**src/rtl/core/rfd_pkg.sv**
```systemverilog
`timescale 1ns / 1ps
// ----------------------------------------------------------------------------
// rfd_pkg
// Shared types, constants and helpers of the radio frame deframer.
// ----------------------------------------------------------------------------
package rfd_pkg;

  localparam int unsigned MaxFrameBytes = 255;  // legal range 11..255
  localparam int unsigned HeaderBytes   = 11;   // id + type + check
  localparam int unsigned IdBytes       = 8;
  localparam int unsigned FifoDepth     = 4;
  localparam int unsigned PtrW          = $clog2(FifoDepth);
  localparam int unsigned CntW          = $clog2(FifoDepth + 1);

  localparam logic [7:0] KeyReset = 8'd1;

  typedef enum logic [1:0] {
    ST_OK        = 2'd0,
    ST_BAD_CHECK = 2'd1,
    ST_SHORT     = 2'd2,
    ST_LONG      = 2'd3
  } status_e;

  typedef enum logic {
    KIND_PAYLOAD = 1'b0,
    KIND_VERDICT = 1'b1
  } kind_e;

  typedef struct packed {
    kind_e       kind;
    logic [7:0]  payload_byte;
    logic [7:0]  payload_index;
    logic [63:0] sender_id;
    logic [7:0]  device_type;
    logic [7:0]  payload_length;
    status_e     status;
    logic        last;
  } result_t;

  function automatic logic [7:0] unscramble(input logic [7:0] b, input logic [7:0] k);
    logic [15:0] p;
    p = {8'd0, b} * {8'd0, k};
    return p[7:0];
  endfunction

endpackage

```
**src/rtl/core/rfd_in_if.sv**
```systemverilog
`timescale 1ns / 1ps
// ----------------------------------------------------------------------------
// rfd_in_if
// Raw byte channel into the deframer: valid/ready with byte and end mark.
// ----------------------------------------------------------------------------
interface rfd_in_if;
  logic       valid;
  logic       ready;
  logic [7:0] raw_byte;
  logic       frame_end;

  modport source (output valid, output raw_byte, output frame_end, input ready);
  modport sink   (input valid, input raw_byte, input frame_end, output ready);
endinterface

```
**src/rtl/core/rfd_out_if.sv**
```systemverilog
`timescale 1ns / 1ps
// ----------------------------------------------------------------------------
// rfd_out_if
// Result channel of the deframer: payload bytes and end-of-frame verdicts.
// ----------------------------------------------------------------------------
interface rfd_out_if;
  logic        valid;
  logic        ready;
  logic        kind;
  logic [7:0]  payload_byte;
  logic [7:0]  payload_index;
  logic [63:0] sender_id;
  logic [7:0]  device_type;
  logic [7:0]  payload_length;
  logic [1:0]  status;
  logic        last;

  modport source (output valid, output kind, output payload_byte, output payload_index,
                  output sender_id, output device_type, output payload_length,
                  output status, output last, input ready);
  modport sink   (input valid, input kind, input payload_byte, input payload_index,
                  input sender_id, input device_type, input payload_length,
                  input status, input last, output ready);
endinterface

```
**src/rtl/core/radio_frame_deframer.sv**
```systemverilog
`timescale 1ns / 1ps
// ----------------------------------------------------------------------------
// radio_frame_deframer
// Unscrambles and splits received frames into payload bytes and a verdict.
// ----------------------------------------------------------------------------
// Usage:
//   in_i carries one scrambled byte per transaction, frame_end on the last.
//   out_o carries results: payload bytes (kind 0), delayed by two input
//   bytes so the trailing check is never forwarded, and one verdict
//   (kind 1) per frame with id, type, payload length and status.
//   cfg_we_i/cfg_wdata_i write the unscramble key; write it only while idle.
// Timing:
//   An accepted byte is processed in the cycle it is taken; its results
//   enter a 4-entry result queue and can leave on the next cycle.
//   One byte per cycle is sustained while out_o.ready stays high. The queue drains
//   one result per cycle, so the extra result at a frame end (payload byte plus
//   verdict) is absorbed by the queue.
// Reset: frame state cleared, queue empty, key set to 1.
// Stall: when out_o.ready is low the queue fills; in_i.ready drops once
//   fewer than two queue slots are free, and no result is lost.
// ----------------------------------------------------------------------------
module radio_frame_deframer
  import rfd_pkg::*;
#(
  parameter int unsigned MaxBytes = MaxFrameBytes
) (
  input  logic       clk_i,
  input  logic       rst_ni,
  rfd_in_if.sink     in_i,
  rfd_out_if.source  out_o,
  input  logic       cfg_we_i,
  input  logic [7:0] cfg_wdata_i
);

  logic [7:0]  key_q;
  logic [7:0]  cnt_q, cnt_d;
  logic [15:0] sum_q, sum_d;
  logic [7:0]  held0_q, held0_d, held1_q, held1_d;
  logic [63:0] id_q, id_d;
  logic [7:0]  type_q, type_d;
  logic        ovl_q, ovl_d;

  result_t     fifo_q [FifoDepth];
  logic [PtrW-1:0] wr_q, rd_q;
  logic [CntW-1:0] cnt_fifo_q, cnt_fifo_d;

  logic        acc, pop;
  result_t     push_a, push_b;
  logic [1:0]  push_n;

  assign in_i.ready = (cnt_fifo_q <= CntW'(FifoDepth - 2));
  assign acc        = in_i.valid && in_i.ready;
  assign pop        = out_o.valid && out_o.ready;

  // Per-byte frame processing
  always_comb begin
    logic        ovl_now;
    logic [7:0]  d;
    logic [7:0]  q;
    logic        pay_v;
    result_t     pay, verd;
    logic [15:0] check;
    cnt_d   = cnt_q;
    sum_d   = sum_q;
    held0_d = held0_q;
    held1_d = held1_q;
    id_d    = id_q;
    type_d  = type_q;
    ovl_now = ovl_q || (cnt_q >= 8'(MaxBytes));
    ovl_d   = ovl_q;
    d       = unscramble(held1_q, key_q);
    q       = cnt_q - 8'd2;
    pay_v   = 1'b0;
    pay     = '0;
    verd    = '0;
    check   = '0;
    push_a  = '0;
    push_b  = '0;
    push_n  = 2'd0;
    if (acc) begin
      ovl_d = ovl_now;
      if (!ovl_now) begin
        if (cnt_q >= 8'd2) begin
          sum_d = sum_q + {8'd0, held1_q};
          if (q < 8'(IdBytes)) begin
            id_d = {id_q[55:0], d};
          end else if (q == 8'(IdBytes)) begin
            type_d = d;
          end else begin
            pay_v              = 1'b1;
            pay.kind           = KIND_PAYLOAD;
            pay.payload_byte   = d;
            pay.payload_index  = q - 8'(IdBytes + 1);
            pay.last           = !in_i.frame_end;
          end
        end
        held1_d = held0_q;
        held0_d = in_i.raw_byte;
        cnt_d   = cnt_q + 8'd1;
      end
      if (in_i.frame_end) begin
        verd.kind = KIND_VERDICT;
        verd.last = 1'b1;
        if (ovl_now) begin
          verd.status         = ST_LONG;
          verd.sender_id      = id_d;
          verd.device_type    = type_d;
          verd.payload_length = 8'(MaxBytes - HeaderBytes);
        end else if (cnt_q < 8'(HeaderBytes - 1)) begin
          verd.status = ST_SHORT;
        end else begin
          check = {unscramble(held1_d, key_q), unscramble(held0_d, key_q)};
          verd.status         = (check == sum_d) ? ST_OK : ST_BAD_CHECK;
          verd.sender_id      = id_d;
          verd.device_type    = type_d;
          verd.payload_length = cnt_q - 8'(HeaderBytes - 1);
        end
        cnt_d   = '0;
        sum_d   = '0;
        held0_d = '0;
        held1_d = '0;
        id_d    = '0;
        type_d  = '0;
        ovl_d   = 1'b0;
      end
      priority if (pay_v && in_i.frame_end) begin
        push_a = pay;
        push_b = verd;
        push_n = 2'd2;
      end else if (pay_v) begin
        push_a = pay;
        push_n = 2'd1;
      end else if (in_i.frame_end) begin
        push_a = verd;
        push_n = 2'd1;
      end else begin
        push_n = 2'd0;
      end
    end
  end

  assign cnt_fifo_d = cnt_fifo_q + CntW'(push_n) - CntW'(pop);

  always_ff @(posedge clk_i or negedge rst_ni) begin
    if (!rst_ni) begin
      key_q      <= KeyReset;
      cnt_q      <= '0;
      sum_q      <= '0;
      held0_q    <= '0;
      held1_q    <= '0;
      id_q       <= '0;
      type_q     <= '0;
      ovl_q      <= 1'b0;
      wr_q       <= '0;
      rd_q       <= '0;
      cnt_fifo_q <= '0;
    end else begin
      if (cfg_we_i) begin
        key_q <= cfg_wdata_i;
      end
      cnt_q      <= cnt_d;
      sum_q      <= sum_d;
      held0_q    <= held0_d;
      held1_q    <= held1_d;
      id_q       <= id_d;
      type_q     <= type_d;
      ovl_q      <= ovl_d;
      wr_q       <= wr_q + PtrW'(push_n);
      rd_q       <= rd_q + PtrW'(pop);
      cnt_fifo_q <= cnt_fifo_d;
    end
  end

  // Result queue storage
  always_ff @(posedge clk_i) begin
    if (push_n != 2'd0) begin
      fifo_q[wr_q] <= push_a;
    end
    if (push_n == 2'd2) begin
      fifo_q[wr_q + PtrW'(1)] <= push_b;
    end
  end

  assign out_o.valid          = (cnt_fifo_q != '0);
  assign out_o.kind           = fifo_q[rd_q].kind;
  assign out_o.payload_byte   = fifo_q[rd_q].payload_byte;
  assign out_o.payload_index  = fifo_q[rd_q].payload_index;
  assign out_o.sender_id      = fifo_q[rd_q].sender_id;
  assign out_o.device_type    = fifo_q[rd_q].device_type;
  assign out_o.payload_length = fifo_q[rd_q].payload_length;
  assign out_o.status         = fifo_q[rd_q].status;
  assign out_o.last           = fifo_q[rd_q].last;

  // Queue never overflows
  assert property (@(posedge clk_i) disable iff (!rst_ni)
    cnt_fifo_q <= CntW'(FifoDepth))
    else $error("result queue overflow");

  // A verdict always closes the results of its byte
  assert property (@(posedge clk_i) disable iff (!rst_ni)
    (out_o.valid && out_o.kind == KIND_VERDICT) |-> out_o.last)
    else $error("verdict without last");

  // Frame end clears the frame state
  assert property (@(posedge clk_i) disable iff (!rst_ni)
    (acc && in_i.frame_end) |=> (cnt_q == '0 && !ovl_q && sum_q == '0))
    else $error("frame state not cleared after frame end");

  // Occupancy follows pushes and pops
  assert property (@(posedge clk_i) disable iff (!rst_ni)
    1'b1 |=> cnt_fifo_q == $past(cnt_fifo_q) + CntW'($past(push_n)) - CntW'($past(pop)))
    else $error("result queue count mismatch");

endmodule
```
**src/flat_wrapper.sv**
```systemverilog
// flat-port wrapper written by rule: the top's interface ports become plain ports
module radio_frame_deframer_flat import rfd_pkg::*;
#(
  parameter int unsigned MaxBytes = MaxFrameBytes
)
  (clk_i, rst_ni, cfg_we_i, cfg_wdata_i, in_i_valid, in_i_raw_byte, in_i_frame_end, in_i_ready, out_o_valid, out_o_kind, out_o_payload_byte, out_o_payload_index, out_o_sender_id, out_o_device_type, out_o_payload_length, out_o_status, out_o_last, out_o_ready);
  rfd_in_if in_i_i ();
  rfd_out_if out_o_i ();
  input  logic clk_i;
  input  logic rst_ni;
  input  logic cfg_we_i;
  input  logic [7:0] cfg_wdata_i;
  input wire logic [$bits(in_i_i.valid)-1:0] in_i_valid;
  input wire logic [$bits(in_i_i.raw_byte)-1:0] in_i_raw_byte;
  input wire logic [$bits(in_i_i.frame_end)-1:0] in_i_frame_end;
  output wire logic [$bits(in_i_i.ready)-1:0] in_i_ready;
  output wire logic [$bits(out_o_i.valid)-1:0] out_o_valid;
  output wire logic [$bits(out_o_i.kind)-1:0] out_o_kind;
  output wire logic [$bits(out_o_i.payload_byte)-1:0] out_o_payload_byte;
  output wire logic [$bits(out_o_i.payload_index)-1:0] out_o_payload_index;
  output wire logic [$bits(out_o_i.sender_id)-1:0] out_o_sender_id;
  output wire logic [$bits(out_o_i.device_type)-1:0] out_o_device_type;
  output wire logic [$bits(out_o_i.payload_length)-1:0] out_o_payload_length;
  output wire logic [$bits(out_o_i.status)-1:0] out_o_status;
  output wire logic [$bits(out_o_i.last)-1:0] out_o_last;
  input wire logic [$bits(out_o_i.ready)-1:0] out_o_ready;
  assign in_i_i.valid = in_i_valid;
  assign in_i_i.raw_byte = in_i_raw_byte;
  assign in_i_i.frame_end = in_i_frame_end;
  assign in_i_ready = in_i_i.ready;
  assign out_o_valid = out_o_i.valid;
  assign out_o_kind = out_o_i.kind;
  assign out_o_payload_byte = out_o_i.payload_byte;
  assign out_o_payload_index = out_o_i.payload_index;
  assign out_o_sender_id = out_o_i.sender_id;
  assign out_o_device_type = out_o_i.device_type;
  assign out_o_payload_length = out_o_i.payload_length;
  assign out_o_status = out_o_i.status;
  assign out_o_last = out_o_i.last;
  assign out_o_i.ready = out_o_ready;
  radio_frame_deframer #(.MaxBytes(MaxBytes)) u_core (.clk_i(clk_i), .rst_ni(rst_ni), .in_i(in_i_i), .out_o(out_o_i), .cfg_we_i(cfg_we_i), .cfg_wdata_i(cfg_wdata_i));
endmodule
```
**config.mk**
```make
export PLATFORM = sky130hd
export DESIGN_NAME = radio_frame_deframer_flat
export DESIGN_NICKNAME = d
export VERILOG_FILES = /design/src/rtl/core/rfd_pkg.sv /design/src/rtl/core/rfd_in_if.sv /design/src/rtl/core/rfd_out_if.sv /design/src/rtl/core/radio_frame_deframer.sv /design/src/flat_wrapper.sv
export SDC_FILE = /design/constraint.sdc
export NUM_CORES = 1
export LEC_CHECK = 0
export BUFFER_PORTS_ARGS = -buffer_cell sky130_fd_sc_hd__buf_2
export CORE_MARGIN = 2
export CORE_UTILIZATION = 49
export CTS_CLUSTER_SIZE = 40
export DETAILED_ROUTE_END_ITERATION = 8
export PLACE_DENSITY = 0.66
export SLEW_MARGIN = 20
export SYNTH_ARGS = -nofsm -noshare
export SYNTH_HDL_FRONTEND = slang
export SYNTH_SLANG_ARGS = --single-unit
export TNS_END_PERCENT = 1
```
**constraint.sdc**
```tcl
create_clock -name clk_i -period 5.5 [get_ports clk_i]
set_input_delay 0.275 -clock clk_i [delete_from_list [all_inputs] [get_ports clk_i]]
set_output_delay 0.275 -clock clk_i [all_outputs]
set_load 0.02 [all_outputs]
```
==> parameters.txt, run 1 <==
Parameter                              Value

GRT
  Global-route wire length before repair ... 104 mm
  Maximum number of pins on one net before global-route repair ... 95
  Antenna violations before repair ... 1
  Via count of the first global-routing pass ... 18198
  Total routing resource utilization after global routing ... 0.239
  Grt total ovfl ... 0

Clock network
  Total number of clock tree sinks ... 528
  Cts bufs inserted ... 53
  Master cell of the clock root buffer ... sky130_fd_sc_hd__clkbuf_16
  Clock network latency to the later pin of the worst-skew pair ... 0.59 ns
  Clk slew on worst S/H paths ... 0.06 ns
  Maximum root-to-sink buffer count ... 3
  TritonCTS clock tree ... done
  Total number of H-tree levels ... 2

Yosys
  Most common flop cell mapped by yosys ... sky130_fd_sc_hd__edfxtp_1
  Unique cell type count in the Yosys netlist ... 68
  Post-synthesis mux area share ... 0.126
  Synthesized flop and latch total ... 528
  Mean area per synthesized cell ... 12.1 um2
  Register area share after synthesis ... 0.549
  Adder and majority gate portion of the synthesized area ... 0.0616
  Fraction of synthesis flops using an asynchronous set or reset pin ... 0.242
  Yosys warning total ... 0
  Mapped Cells ... 2196
  Share of the synthesized area in compound gates (AO/OA/AOI/OAI) ... 0.0771
  Combinational family with the most area after synthesis ... multiplexers
  Cell area after synthesis ... 0.0266 mm2
  Synth Net Count ... 2326
  Area share of and/or/nand/nor cells after synthesis ... 0.123
  Xor/xnor cell area share of the yosys netlist ... 0.0317
  Number of synthesized flops with an enable pin ... 336

Timing
  Final setup violating endpoints ... 4
  Transition at the pin with the smallest max-transition slack ... 1.03 ns
  Period utilization ... 1.01
  Unrepaired setup endpoints after global routing ... true
  Relative max-transition margin ... 0.312
  Final critical path time including I/O delays and setup ... 5.57 ns
  Worst-case setup margin in the final layout ... -0.0705 ns
  Final slew viol count ... 0
  Worst Hold Slack ... 0.0267 ns
  Final hold viol count ... 0
  Layout Skew ... 0.0146 ns
  Max Fclk ... 0.180 GHz

Placement
  Final weighted congestion in routability-driven placement ... 0.877
  Placed Area ... 0.0284 mm2
  HPWL after detailed placement ... 42.2 mm
  # port buffers ... 123

Detailed routing
  Final wirelength ... 66.5 mm
  Count of nets left with antenna violations after detail routing ... 0
  Routed wire length per instance ... 21.5 um
  Overall via count from detail_route ... 17780
  Residual DRC ... 0
  Number of optimization iterations in the first detailed-route pass ... 5
  Detailed Route Iter0 Violations ... 1321
  Mean number of vias per cell ... 5.76

Worst setup path
  Crit-path max cell delay ... 0.54 ns
  Critical path fanouts, max ... 5
  CP most frequent cell ... sky130_fd_sc_hd__buf_4
  Worst Setup End Kind ... register
  Crit Path Category ... reg2reg
  Critical Path RT ... 5.81 ns
  CP Buf/Inv Count ... 7
  Series of cell instances along the critical path ... ha_2 -> buf_4 -> a41oi_4 -> buf_6 -> buf_4 -> mux2i_2 -> nor2b_1 -> fa_1 -> ha_4 -> fa_1 -> inv_1 -> fa_1 -> inv_2 -> ha_4 -> buf_4 -> xor2_1 -> xnor2_1 -> nand4_1 -> nor3_2 -> o221ai_2 -> nor4_2 -> buf_4 -> a211oi_1
  Critical-path cell with the highest stage delay ... sky130_fd_sc_hd__fa_1
  Crit-path leading delay family ... adder cells
  Worst Path Arrival ... 5.88 ns
  Startpoint kind of the worst setup timing path ... register

Power and ir drop
  Share of total power in the clock network ... 0.230
  P_int ... 9560 uW
  Relative contribution of combinational cells to total power ... 0.449
  Leakage dissipation ... 0.0116 uW
  Fraction of power spent switching nets ... 0.374
  Part of the power in registers ... 0.322
  Peak supply drop ... 0.489 mV
  Net switching component of the power ... 5710 uW
  Total power density per cell area ... 502 mW/mm2

Finish
  Inserted Diodes ... 0
  Final Cell Area ... 0.0304 mm2
  Commonest non-fill, non-tap cell in the layout ... sky130_fd_sc_hd__nor2_1
  Share of post-route cells with drive strength above 1 ... 0.221
  Final Net Count ... 2480
  Layout overhead on the synthesized area ... 14.6%
  Commonest cells after routing, fill and taps aside ... 372 x sky130_fd_sc_hd__nor2_1, 336 x sky130_fd_sc_hd__edfxtp_1, 226 x sky130_fd_sc_hd__nand2_1
  Post-layout util ... 0.566

Die
  Initial core utilization ... 0.494
  Overall die area ... 0.0561 mm2
  Count of boundary I/O pins ... 124
  Die X-Extent ... 237 um
  Floorplan die height ... 237 um
  Core box area ... 0.0537 mm2
  Cell row count ... 85

Outcome
  Violated checks ... setup timing
  Result of the run ... finished, violations left

Worst hold path
  Tightest Hold Check Type ... in2reg

Run
  Max Cap Violations ... 0
==> worst paths after layout <==
| check | from | end | slack, ns | cells past startpoint |
|---|---|---|---|---|
| max | u_core.cnt_q[1]$_DFFE_PN0P_ | u_core.fifo_q[3][1]$_DFFE_PP_ | -0.07 | 23 |
| min | cfg_we_i | u_core.key_q[1]$_DFFE_PN0P_ | 0.03 | 2 |
| max reg2reg | u_core.cnt_q[1]$_DFFE_PN0P_ | u_core.fifo_q[3][1]$_DFFE_PP_ | -0.07 | 23 |
| min reg2reg | u_core.fifo_q[2][91]$_SDFFE_PP0P_ | u_core.fifo_q[2][91]$_SDFFE_PP0P_ | 0.45 | 2 |
| max in group asynchronous | rst_ni | u_core.rd_q[1]$_DFF_PN0_ | 4.10 | 3 |
| min in group asynchronous | rst_ni | u_core.key_q[5]$_DFFE_PN0P_ | 0.30 | 2 |
==> per-layer routing <==
metal	share of wire	GRT usage
met1	0.41	0.310
met2	0.51	0.418
met3	0.051	0.0316
met4	0.029	0.0771
met5	0	0
==> power by group through the flow <==
stage          logic [uW]  registers [uW]  clock network [uW]
6_report             6850            4910                3510
5_1_grt              7410            4950                3720
4_1_cts              6660            4900                3550
3_5_place_dp         6570            4980                   0
3_3_place_gp         6480            4970                   0
2_1_floorplan        4640            4800                   0
==> cell families (layout without fill, tap and decap cells) <==
family | Yosys count | count (layout)
compound gates | 304 | 304
simple gates | 758 | 758
mux | 198 | 198
flops | 528 | 528
fa+ha+maj | 108 | 108
xor+xnor | 89 | 89
buf+inv | 211 | 407
==> flip-flops by register name, indices dropped and copies added (netlist names) <==
name / cells
u_core.fifo_q: 400
u_core.type_q: 8
u_core.rd_q: 2
u_core.held1_q: 8
u_core.ovl_q: 1
u_core.id_q: 64
u_core.wr_q: 2
u_core.cnt_q: 8
u_core.cnt_fifo_q: 3
u_core.held0_q: 8
u_core.key_q: 8
u_core.sum_q: 16
==> final cells by class <==
type | count | area [um2]
clock buffers | 73 | 1460
multi-input cells | 1457 | 11400
inverters | 74 | 285
fillers | 4424 | 23300
clock inverters | 24 | 205
flip-flops and latches | 528 | 14600
repair buffers | 236 | 1650
well taps | 696 | 871
==> timing repair <==
item | 4_1_cts | 5_1_grt
endpoints found under the setup margin | 4 | 4
endpoints found under the hold margin | 104 | 0
pin swaps | 4 | 18
hold buffers | 13 | 0
resized for setup | 9 | 21
buffers inserted | 3 | 7
==> per-stage QoR <==
step,worst slack (ns),cells,power [uW],setup TNS (ns)
finish,-0.0705,3088,15300,-0.253
global route,-0.330,3088,16100,-1.29
CTS,0.0320,3081,15100,0
detailed placement,-0.234,2968,11600,-0.909
global placement,-0.182,2967,11400,-0.626
floorplan,-0.139,2196,9440,-0.556
==> cells in the mapped netlist, types with 2 or more instances <==
library cell               instances  area share
sky130_fd_sc_hd__o21bai_1          2     0.00057
sky130_fd_sc_hd__inv_1            74       0.010
sky130_fd_sc_hd__xnor2_1          59       0.019
sky130_fd_sc_hd__a21boi_0          4      0.0011
sky130_fd_sc_hd__clkbuf_1         84       0.012
sky130_fd_sc_hd__nor4b_1           3     0.00099
sky130_fd_sc_hd__and2_1           34      0.0080
sky130_fd_sc_hd__dfxtp_1          64       0.048
sky130_fd_sc_hd__buf_1            21      0.0030
sky130_fd_sc_hd__a21oi_1          27      0.0051
sky130_fd_sc_hd__xor2_1           25      0.0082
sky130_fd_sc_hd__o21ai_1           2     0.00038
sky130_fd_sc_hd__o21ai_0         123       0.023
sky130_fd_sc_hd__a31oi_1           5      0.0012
sky130_fd_sc_hd__o21a_1            4      0.0011
sky130_fd_sc_hd__fa_1             38       0.029
sky130_fd_sc_hd__and4b_1           2     0.00075
sky130_fd_sc_hd__edfxtp_1        336        0.38
sky130_fd_sc_hd__nor2_1          373       0.053
sky130_fd_sc_hd__o211ai_1          6      0.0017
sky130_fd_sc_hd__nand2_1         227       0.032
sky130_fd_sc_hd__mux4_2          100       0.085
sky130_fd_sc_hd__xnor3_1           4      0.0034
sky130_fd_sc_hd__nand3_1          12      0.0023
sky130_fd_sc_hd__a21o_1            8      0.0023
sky130_fd_sc_hd__nand4_1           6      0.0014
sky130_fd_sc_hd__nor4_2            2     0.00094
sky130_fd_sc_hd__nand2b_1         18      0.0042
sky130_fd_sc_hd__or3_1             5      0.0012
sky130_fd_sc_hd__nor4_1            5      0.0012
sky130_fd_sc_hd__nor2b_1          43       0.010
sky130_fd_sc_hd__nor3_1           13      0.0025
sky130_fd_sc_hd__a211oi_1          7      0.0020
sky130_fd_sc_hd__ha_1             70       0.033
sky130_fd_sc_hd__a22oi_1          17      0.0048
sky130_fd_sc_hd__dfrtp_1         127        0.12
sky130_fd_sc_hd__or2_2             3     0.00071
sky130_fd_sc_hd__buf_2            30      0.0057
sky130_fd_sc_hd__a21oi_2           4      0.0013
sky130_fd_sc_hd__a22o_1           83       0.027
sky130_fd_sc_hd__nor3b_1           3     0.00085
sky130_fd_sc_hd__mux2_2           79       0.034
sky130_fd_sc_hd__and3_1            2     0.00047
sky130_fd_sc_hd__mux2i_1          18      0.0068
Power figures use the tool's default switching activity.
==> inputs of run 2 (changes only) <==
--- a/config.mk
+++ b/config.mk
@@ -8,3 +8,3 @@
 export BUFFER_PORTS_ARGS = -buffer_cell sky130_fd_sc_hd__buf_2
-export CORE_MARGIN = 2
+export CORE_MARGIN = 1
 export CORE_UTILIZATION = 49
@@ -12,2 +12,3 @@
 export DETAILED_ROUTE_END_ITERATION = 8
+export GPL_TIMING_DRIVEN = 1
 export PLACE_DENSITY = 0.66
==> constraint.sdc (replaced) <==
create_clock -name clk_i -period 5.5 [get_ports clk_i]
set_input_delay 0.55 -clock clk_i [delete_from_list [all_inputs] [get_ports clk_i]]
set_output_delay 0.55 -clock clk_i [all_outputs]
set_load 0.02 [all_outputs]
==> parameters.txt, run 2 (same netlist as run 1, synthesis figures left out) <==
Parameter                              Value

Run
  Max Cap Violations ... 0 (unchanged)

Timing
  Layout Skew ... 0.0121 ns (was 0.0146 ns)
  Period utilization ... 1.00 (was 1.01)
  Worst-case setup margin in the final layout ... -0.00461 ns (was -0.0705 ns)
  Transition at the pin with the smallest max-transition slack ... 1.01 ns (was 1.03 ns)
  Final hold viol count ... 0 (unchanged)
  Unrepaired setup endpoints after global routing ... true (unchanged)
  Max Fclk ... 0.182 GHz (was 0.180 GHz)
  Relative max-transition margin ... 0.312 (about the same)
  Final slew viol count ... 0 (unchanged)
  Final setup violating endpoints ... 4 (unchanged)
  Sum of negative setup slack ... -0.0116 ns (was -0.253 ns)
  Worst Hold Slack ... 0.175 ns (was 0.0267 ns)
  Final critical path time including I/O delays and setup ... 5.50 ns (was 5.57 ns)

Die
  Core box area ... 0.0531 mm2 (was 0.0537 mm2)
  Overall die area ... 0.0551 mm2 (was 0.0561 mm2)
  Die X-Extent ... 235 um (was 237 um)
  Floorplan die height ... 235 um (was 237 um)
  Cell row count ... 84 (was 85)
  Count of boundary I/O pins ... 124 (unchanged)
  Initial core utilization ... 0.500 (was 0.494)

Clock network
  Clk slew on worst S/H paths ... 0.06 ns (about the same)
  Cts bufs inserted ... 54 (was 53)
  Clock network latency to the later pin of the worst-skew pair ... 0.60 ns (was 0.59 ns)
  Total number of clock tree sinks ... 528 (unchanged)
  TritonCTS clock tree ... done (unchanged)
  Master cell of the clock root buffer ... sky130_fd_sc_hd__clkbuf_16 (unchanged)
  Maximum root-to-sink buffer count ... 3 (unchanged)
  Total number of H-tree levels ... 2 (unchanged)

Worst setup path
  Critical-path cell with the highest stage delay ... sky130_fd_sc_hd__fa_1 (unchanged)
  Crit-path max cell delay ... 0.53 ns (was 0.54 ns)
  Worst Path Arrival ... 5.82 ns (was 5.88 ns)
  Crit Path Category ... reg2reg (unchanged)
  Worst Setup End Kind ... register (unchanged)
  Startpoint kind of the worst setup timing path ... register (unchanged)
  Critical Path RT ... 5.82 ns (was 5.81 ns)
  Critical path fanouts, max ... 5 (unchanged)
  Crit-path leading delay family ... adder cells (unchanged)
  Series of cell instances along the critical path ... and4_4 -> buf_6 -> a41oi_4 -> buf_12 -> mux2i_4 -> buf_6 -> nor2b_2 -> fa_1 -> ha_1 -> fa_1 -> inv_2 -> fa_2 -> inv_2 -> ha_4 -> a21oi_2 -> xnor2_1 -> xnor3_1 -> xnor2_2 -> xnor3_1 -> nor4_4 -> buf_4 -> a211oi_1 (was ha_2 -> buf_4 -> a41oi_4 -> buf_6 -> buf_4 -> mux2i_2 -> nor2b_1 -> fa_1 -> ha_4 -> fa_1 -> inv_1 -> fa_1 -> inv_2 -> ha_4 -> buf_4 -> xor2_1 -> xnor2_1 -> nand4_1 -> nor3_2 -> o221ai_2 -> nor4_2 -> buf_4 -> a211oi_1)
  CP Buf/Inv Count ... 6 (was 7)

Placement
  Placed Area ... 0.0284 mm2 (about the same)
  HPWL after detailed placement ... 40.7 mm (was 42.2 mm)
  Final weighted congestion in routability-driven placement ... 0.843 (was 0.877)
  # port buffers ... 123 (unchanged)

Detailed routing
  Routed wire length per instance ... 21.1 um (was 21.5 um)
  Detailed Route Iter0 Violations ... 1388 (was 1321)
  Final wirelength ... 64.8 mm (was 66.5 mm)
  Overall via count from detail_route ... 17652 (was 17780)
  Number of optimization iterations in the first detailed-route pass ... 5 (unchanged)
  Count of nets left with antenna violations after detail routing ... 0 (unchanged)
  Residual DRC ... 0 (unchanged)
  Mean number of vias per cell ... 5.75 (was 5.76)

GRT
  Antenna violations before repair ... 0 (was 1)
  Via count of the first global-routing pass ... 18142 (was 18198)
  Total routing resource utilization after global routing ... 0.236 (was 0.239)
  Grt total ovfl ... 0 (unchanged)
  GR Util met2 ... 0.413 (was 0.418)
  Most congested layer reported by global routing ... met2 (unchanged)
  Maximum number of pins on one net before global-route repair ... 82 (was 95)
  Global-route met1 utilization ... 0.306 (was 0.310)
  Global-route met3 utilization ... 0.0316 (about the same)
  Global-route wire length before repair ... 102 mm (was 104 mm)

Power and ir drop
  Leakage dissipation ... 0.0116 uW (about the same)
  Peak supply drop ... 0.403 mV (was 0.489 mV)
  Total power density per cell area ... 516 mW/mm2 (was 502 mW/mm2)

Finish
  Inserted Diodes ... 0 (unchanged)
  Largest registers ... u_core.fifo_q x400, u_core.id_q x64, u_core.sum_q x16 (unchanged)
  Layout overhead on the synthesized area ... 15.0% (was 14.6%)
  Flip-flop count of the largest register, all copies and words added ... 400 (unchanged)
  Commonest non-fill, non-tap cell in the layout ... sky130_fd_sc_hd__nor2_1 (unchanged)
  Final Net Count ... 2468 (was 2480)
  Final Cell Area ... 0.0305 mm2 (was 0.0304 mm2)
  Share of post-route cells with drive strength above 1 ... 0.229 (was 0.221)
  Register ranked first by flip-flop count ... u_core.fifo_q (unchanged)
  Commonest cells after routing, fill and taps aside ... 372 x sky130_fd_sc_hd__nor2_1, 336 x sky130_fd_sc_hd__edfxtp_1, 226 x sky130_fd_sc_hd__nand2_1 (unchanged)
  Filler cells ... 4310 (was 4424)

Worst hold path
  Tightest Hold Check Type ... in2reg (unchanged)

Outcome
  Result of the run ... finished, violations left (unchanged)
  Violated checks ... setup timing (unchanged)
-- run 2: changes by cell type in the layout (fill, tap and decap cells not counted), moves of 3 or more --
cell | before | now
sky130_fd_sc_hd__clkinv_2 | 7 | 10
sky130_fd_sc_hd__clkinv_1 | 10 | 4
sky130_fd_sc_hd__clkbuf_16 | 53 | 58
sky130_fd_sc_hd__dlygate4sd3_1 | 13 | 1
sky130_fd_sc_hd__buf_4 | 88 | 85
sky130_fd_sc_hd__clkbuf_8 | 6 | 10
sky130_fd_sc_hd__clkinvlp_4 | 4 | 1
-- run 2: path summary, 6_finish.rpt --
kind,to,startpoint,slack [ns],cells after the start
max,u_core.fifo_q[1][1]$_DFFE_PP_,u_core.cnt_q[2]$_DFFE_PN0P_,-0.005,22
min,u_core.key_q[1]$_DFFE_PN0P_,cfg_wdata_i[1],0.17,3
max reg2reg,u_core.fifo_q[1][1]$_DFFE_PP_,u_core.cnt_q[2]$_DFFE_PN0P_,-0.005,22
min reg2reg,u_core.fifo_q[2][97]$_SDFFE_PP0P_,u_core.fifo_q[2][97]$_SDFFE_PP0P_,0.45,2
max in group asynchronous,u_core.id_q[54]$_DFFE_PN0P_,rst_ni,3.73,3
min in group asynchronous,u_core.key_q[1]$_DFFE_PN0P_,rst_ni,0.53,2
-- run 2: per-layer routing --
metal | share of wire | up-vias
li1 | - | 8106
met1 | 0.41 | 8909
met5 | 0 | -
met4 | 0.031 | 0
met3 | 0.049 | 111
met2 | 0.51 | 526
-- run 2: timing repair --
item / in CTS / in global routing
pin swaps: 10 / 18
setup endpoints to repair: 4 / 4
buffers inserted: 6 / 3
endpoints found under the hold margin: 14 / 0
gates resized for setup: 18 / 22
hold buffers: 1 / 0
-- run 2: final cells by class --
type | instances | area (um2) | area share
Clock buffer | 83 | 1650 | 0.0539
Clock inverter | 19 | 205 | 0.00672
Inverter | 74 | 285 | 0.00934
Multi-Input combinational cell | 1457 | 11400 | 0.374
Sequential cell | 528 | 14600 | 0.478
Tap cell | 688 | 861 | 0.0282
Timing Repair Buffer | 223 | 1520 | 0.0499
-- run 2: per-stage QoR --
stage	power, uW	setup slack, ns	cells	util
CTS	15600	0.000173	3069	0.573
global placement	11500	-0.254	2960	0.534
global route	16600	-0.210	3072	0.575
detailed placement	11500	-0.326	2960	0.534
floorplan	9440	-0.139	2196	-
finish	15700	-0.00461	3072	0.575
-- run 2: report_power, final --
group	internal (uW)	switching, uW	total (uW)	leakage [uW]
clock	2250	1540	3790	0.000912
sequential	4570	392	4960	0.00546
combinational	3110	3870	6990	0.00527
-- run 2: worst min-delay path, stage by stage --
cell and delay, ns:
sky130_fd_sc_hd__buf_2 0.07, sky130_fd_sc_hd__nand2_1 0.04, sky130_fd_sc_hd__o21ai_0 0.07
==> inputs of run 3 (changes only) <==
Settings changed: CORE_MARGIN 1 to 2, PLACE_DENSITY 0.66 to 0.68, SKIP_CTS_REPAIR_TIMING set to 1.
==> parameters.txt, run 3 (same netlist as run 1, synthesis figures left out) <==
Parameter                              Value

Outcome
  Result of the run ... finished, violations left (unchanged)
  Violated checks ... hold timing (was setup timing)

Timing
  Sum of negative setup slack ... 0 ns (was -0.0116 ns)
  Final slew viol count ... 0 (unchanged)
  Unrepaired setup endpoints after global routing ... true (unchanged)
  Final critical path time including I/O delays and setup ... 5.42 ns (was 5.50 ns)
  Transition at the pin with the smallest max-transition slack ... 1.02 ns (was 1.01 ns)
  Period utilization ... 0.986 (was 1.00)
  Final setup violating endpoints ... 0 (was 4)
  Relative max-transition margin ... 0.322 (was 0.312)
  Final hold viol count ... 9 (was 0)
  Worst Hold Slack ... -0.0268 ns (was 0.175 ns)
  Layout Skew ... 0.0226 ns (was 0.0121 ns)
  Max Fclk ... 0.184 GHz (was 0.182 GHz)

Die
  Count of boundary I/O pins ... 124 (unchanged)
  Cell row count ... 85 (was 84)
  Overall die area ... 0.0561 mm2 (was 0.0551 mm2)
  Die X-Extent ... 237 um (was 235 um)
  Core box area ... 0.0537 mm2 (was 0.0531 mm2)
  Initial core utilization ... 0.494 (was 0.500)
  Floorplan die height ... 237 um (was 235 um)

Power and ir drop
  Total power density per cell area ... 512 mW/mm2 (was 516 mW/mm2)
  Fraction of power spent switching nets ... 0.374 (was 0.369)
  Sum of internal, switching and leakage power ... 15600 uW (was 15700 uW)
  P_int ... 9760 uW (was 9930 uW)
  Relative contribution of combinational cells to total power ... 0.443 (was 0.444)
  Leakage dissipation ... 0.0116 uW (about the same)
  Net switching component of the power ... 5820 uW (was 5800 uW)
  Peak supply drop ... 0.520 mV (was 0.403 mV)
  Share of total power in the clock network ... 0.236 (was 0.241)
  Part of the power in registers ... 0.321 (was 0.315)

Detailed routing
  Routed wire length per instance ... 21.3 um (was 21.1 um)
  Detailed Route Iter0 Violations ... 1271 (was 1388)
  Overall via count from detail_route ... 17644 (was 17652)
  Residual DRC ... 0 (unchanged)
  Number of optimization iterations in the first detailed-route pass ... 5 (unchanged)
  Count of nets left with antenna violations after detail routing ... 0 (unchanged)
  Mean number of vias per cell ... 5.74 (was 5.75)
  Final wirelength ... 65.5 mm (was 64.8 mm)

Placement
  Placed Area ... 0.0284 mm2 (about the same)
  HPWL after detailed placement ... 41.4 mm (was 40.7 mm)
  Final weighted congestion in routability-driven placement ... 0.848 (was 0.843)
  # port buffers ... 123 (unchanged)

GRT
  Total routing resource utilization after global routing ... 0.235 (was 0.236)
  Via count of the first global-routing pass ... 18107 (was 18142)
  Global-route wire length before repair ... 102 mm (about the same)
  Maximum number of pins on one net before global-route repair ... 83 (was 82)
  Antenna violations before repair ... 0 (unchanged)
  Grt total ovfl ... 0 (unchanged)

Clock network
  Total number of H-tree levels ... 2 (unchanged)
  Maximum root-to-sink buffer count ... 3 (unchanged)
  Total number of clock tree sinks ... 528 (unchanged)
  Master cell of the clock root buffer ... sky130_fd_sc_hd__clkbuf_16 (unchanged)
  Clock network latency to the later pin of the worst-skew pair ... 0.61 ns (was 0.60 ns)
  Clk slew on worst S/H paths ... 0.06 ns (about the same)
  Cts bufs inserted ... 54 (unchanged)
  TritonCTS clock tree ... done (unchanged)

Worst setup path
  Critical path fanouts, max ... 5 (unchanged)
  Startpoint kind of the worst setup timing path ... register (unchanged)
  Setup slack of the worst register-to-register path ... 0.08 ns (was -0.005 ns)
  Cell count of the worst reg-to-reg path ... 20 (was 22)
  Critical Path RT ... 5.83 ns (was 5.82 ns)
  Worst Setup End Kind ... register (unchanged)
  Crit Path Category ... reg2reg (unchanged)
  Worst Path Arrival ... 5.75 ns (was 5.82 ns)

Run
  Max Cap Violations ... 0 (unchanged)

Finish
  Post-layout util ... 0.566 (was 0.575)
  Commonest non-fill, non-tap cell in the layout ... sky130_fd_sc_hd__nor2_1 (unchanged)
  Layout overhead on the synthesized area ... 14.5% (was 15.0%)
  Share of post-route cells with drive strength above 1 ... 0.222 (was 0.229)
  Flip-flop count of the largest register, all copies and words added ... 400 (unchanged)
  Register ranked first by flip-flop count ... u_core.fifo_q (unchanged)
  Final Cell Area ... 0.0304 mm2 (was 0.0305 mm2)
  Largest registers ... u_core.fifo_q x400, u_core.id_q x64, u_core.sum_q x16 (unchanged)
  Final Net Count ... 2460 (was 2468)
  Inserted Diodes ... 0 (unchanged)
  Commonest cells after routing, fill and taps aside ... 372 x sky130_fd_sc_hd__nor2_1, 336 x sky130_fd_sc_hd__edfxtp_1, 226 x sky130_fd_sc_hd__nand2_1 (unchanged)

Worst hold path
  Tightest Hold Check Type ... in2async (was in2reg)
run 3: cell count changes in the layout (fill, tap and decap cells not counted), moves of 3 or more:
cell and delta:
sky130_fd_sc_hd__clkinv_1 +9, sky130_fd_sc_hd__fa_1 +3, sky130_fd_sc_hd__buf_4 -8, sky130_fd_sc_hd__xnor2_2 -3, sky130_fd_sc_hd__fa_2 -3, sky130_fd_sc_hd__clkbuf_8 -5, sky130_fd_sc_hd__clkbuf_1 -4
run 3: final timing paths:
kind	from	to
max in group asynchronous	rst_ni	u_core.id_q[32]$_DFFE_PN0P_
min reg2reg	u_core.fifo_q[2][93]$_SDFFE_PP0P_	u_core.fifo_q[2][93]$_SDFFE_PP0P_
max reg2reg	u_core.cnt_q[1]$_DFFE_PN0P_	u_core.fifo_q[0][1]$_DFFE_PP_
min in group clk_i	cfg_wdata_i[1]	u_core.key_q[1]$_DFFE_PN0P_
min	rst_ni	u_core.key_q[1]$_DFFE_PN0P_
max	u_core.cnt_q[1]$_DFFE_PN0P_	u_core.fifo_q[0][1]$_DFFE_PP_
run 3: metrics by stage:
step	setup slack, ns	cells
2_1_floorplan	-0.139	2196
3_3_place_gp	-0.249	2966
3_5_place_dp	-0.283	2966
4_1_cts	-0.306	3068
5_1_grt	-0.125	3072
6_report	0.0781	3072
run 3: layer usage:
| metal | vias up | track usage | wire, um |
|---|---|---|---|
| met5 | - | 0 | 0 |
| met4 | 0 | 0.0712 | 1870 |
| met3 | 105 | 0.0356 | 3360 |
| met2 | 505 | 0.417 | 33900 |
| met1 | 8933 | 0.297 | 26400 |
| li1 | 8101 | - | - |
run 3: power groups by stage:
stage	registers, uW	clock network (uW)	logic, uW
after floorplan	4800	0	4640
after global placement	5060	0	6430
after detailed placement	5080	0	6510
after CTS	5000	3730	6550
after global routing	5060	3890	7460
final	5010	3670	6900
run 3: final cells by class:
class | instances | area (um2)
flip-flops and latches | 528 | 14600
multi-input cells | 1457 | 11400
fillers | 4396 | 23300
clock inverters | 30 | 268
clock buffers | 72 | 1510
well taps | 696 | 871
repair buffers | 215 | 1480
inverters | 74 | 285
run 3: worst max-delay path, cell delays in order (launching register included):
cell,delay [ns]
sky130_fd_sc_hd__dfrtp_1,0.41
sky130_fd_sc_hd__ha_4,0.20
sky130_fd_sc_hd__a41o_4,0.33
sky130_fd_sc_hd__mux2_4,0.23
sky130_fd_sc_hd__nand2_1,0.09
sky130_fd_sc_hd__fa_2,0.40
sky130_fd_sc_hd__fa_1,0.49
sky130_fd_sc_hd__inv_1,0.05
sky130_fd_sc_hd__fa_1,0.54
sky130_fd_sc_hd__inv_1,0.05
sky130_fd_sc_hd__fa_1,0.47
sky130_fd_sc_hd__inv_1,0.06
sky130_fd_sc_hd__ha_4,0.30
sky130_fd_sc_hd__xnor2_4,0.13
sky130_fd_sc_hd__xnor3_1,0.26
sky130_fd_sc_hd__or3_1,0.37
sky130_fd_sc_hd__o21ai_2,0.07
sky130_fd_sc_hd__o221ai_2,0.11
sky130_fd_sc_hd__nor4_2,0.32
sky130_fd_sc_hd__buf_4,0.18
sky130_fd_sc_hd__a211oi_1,0.07
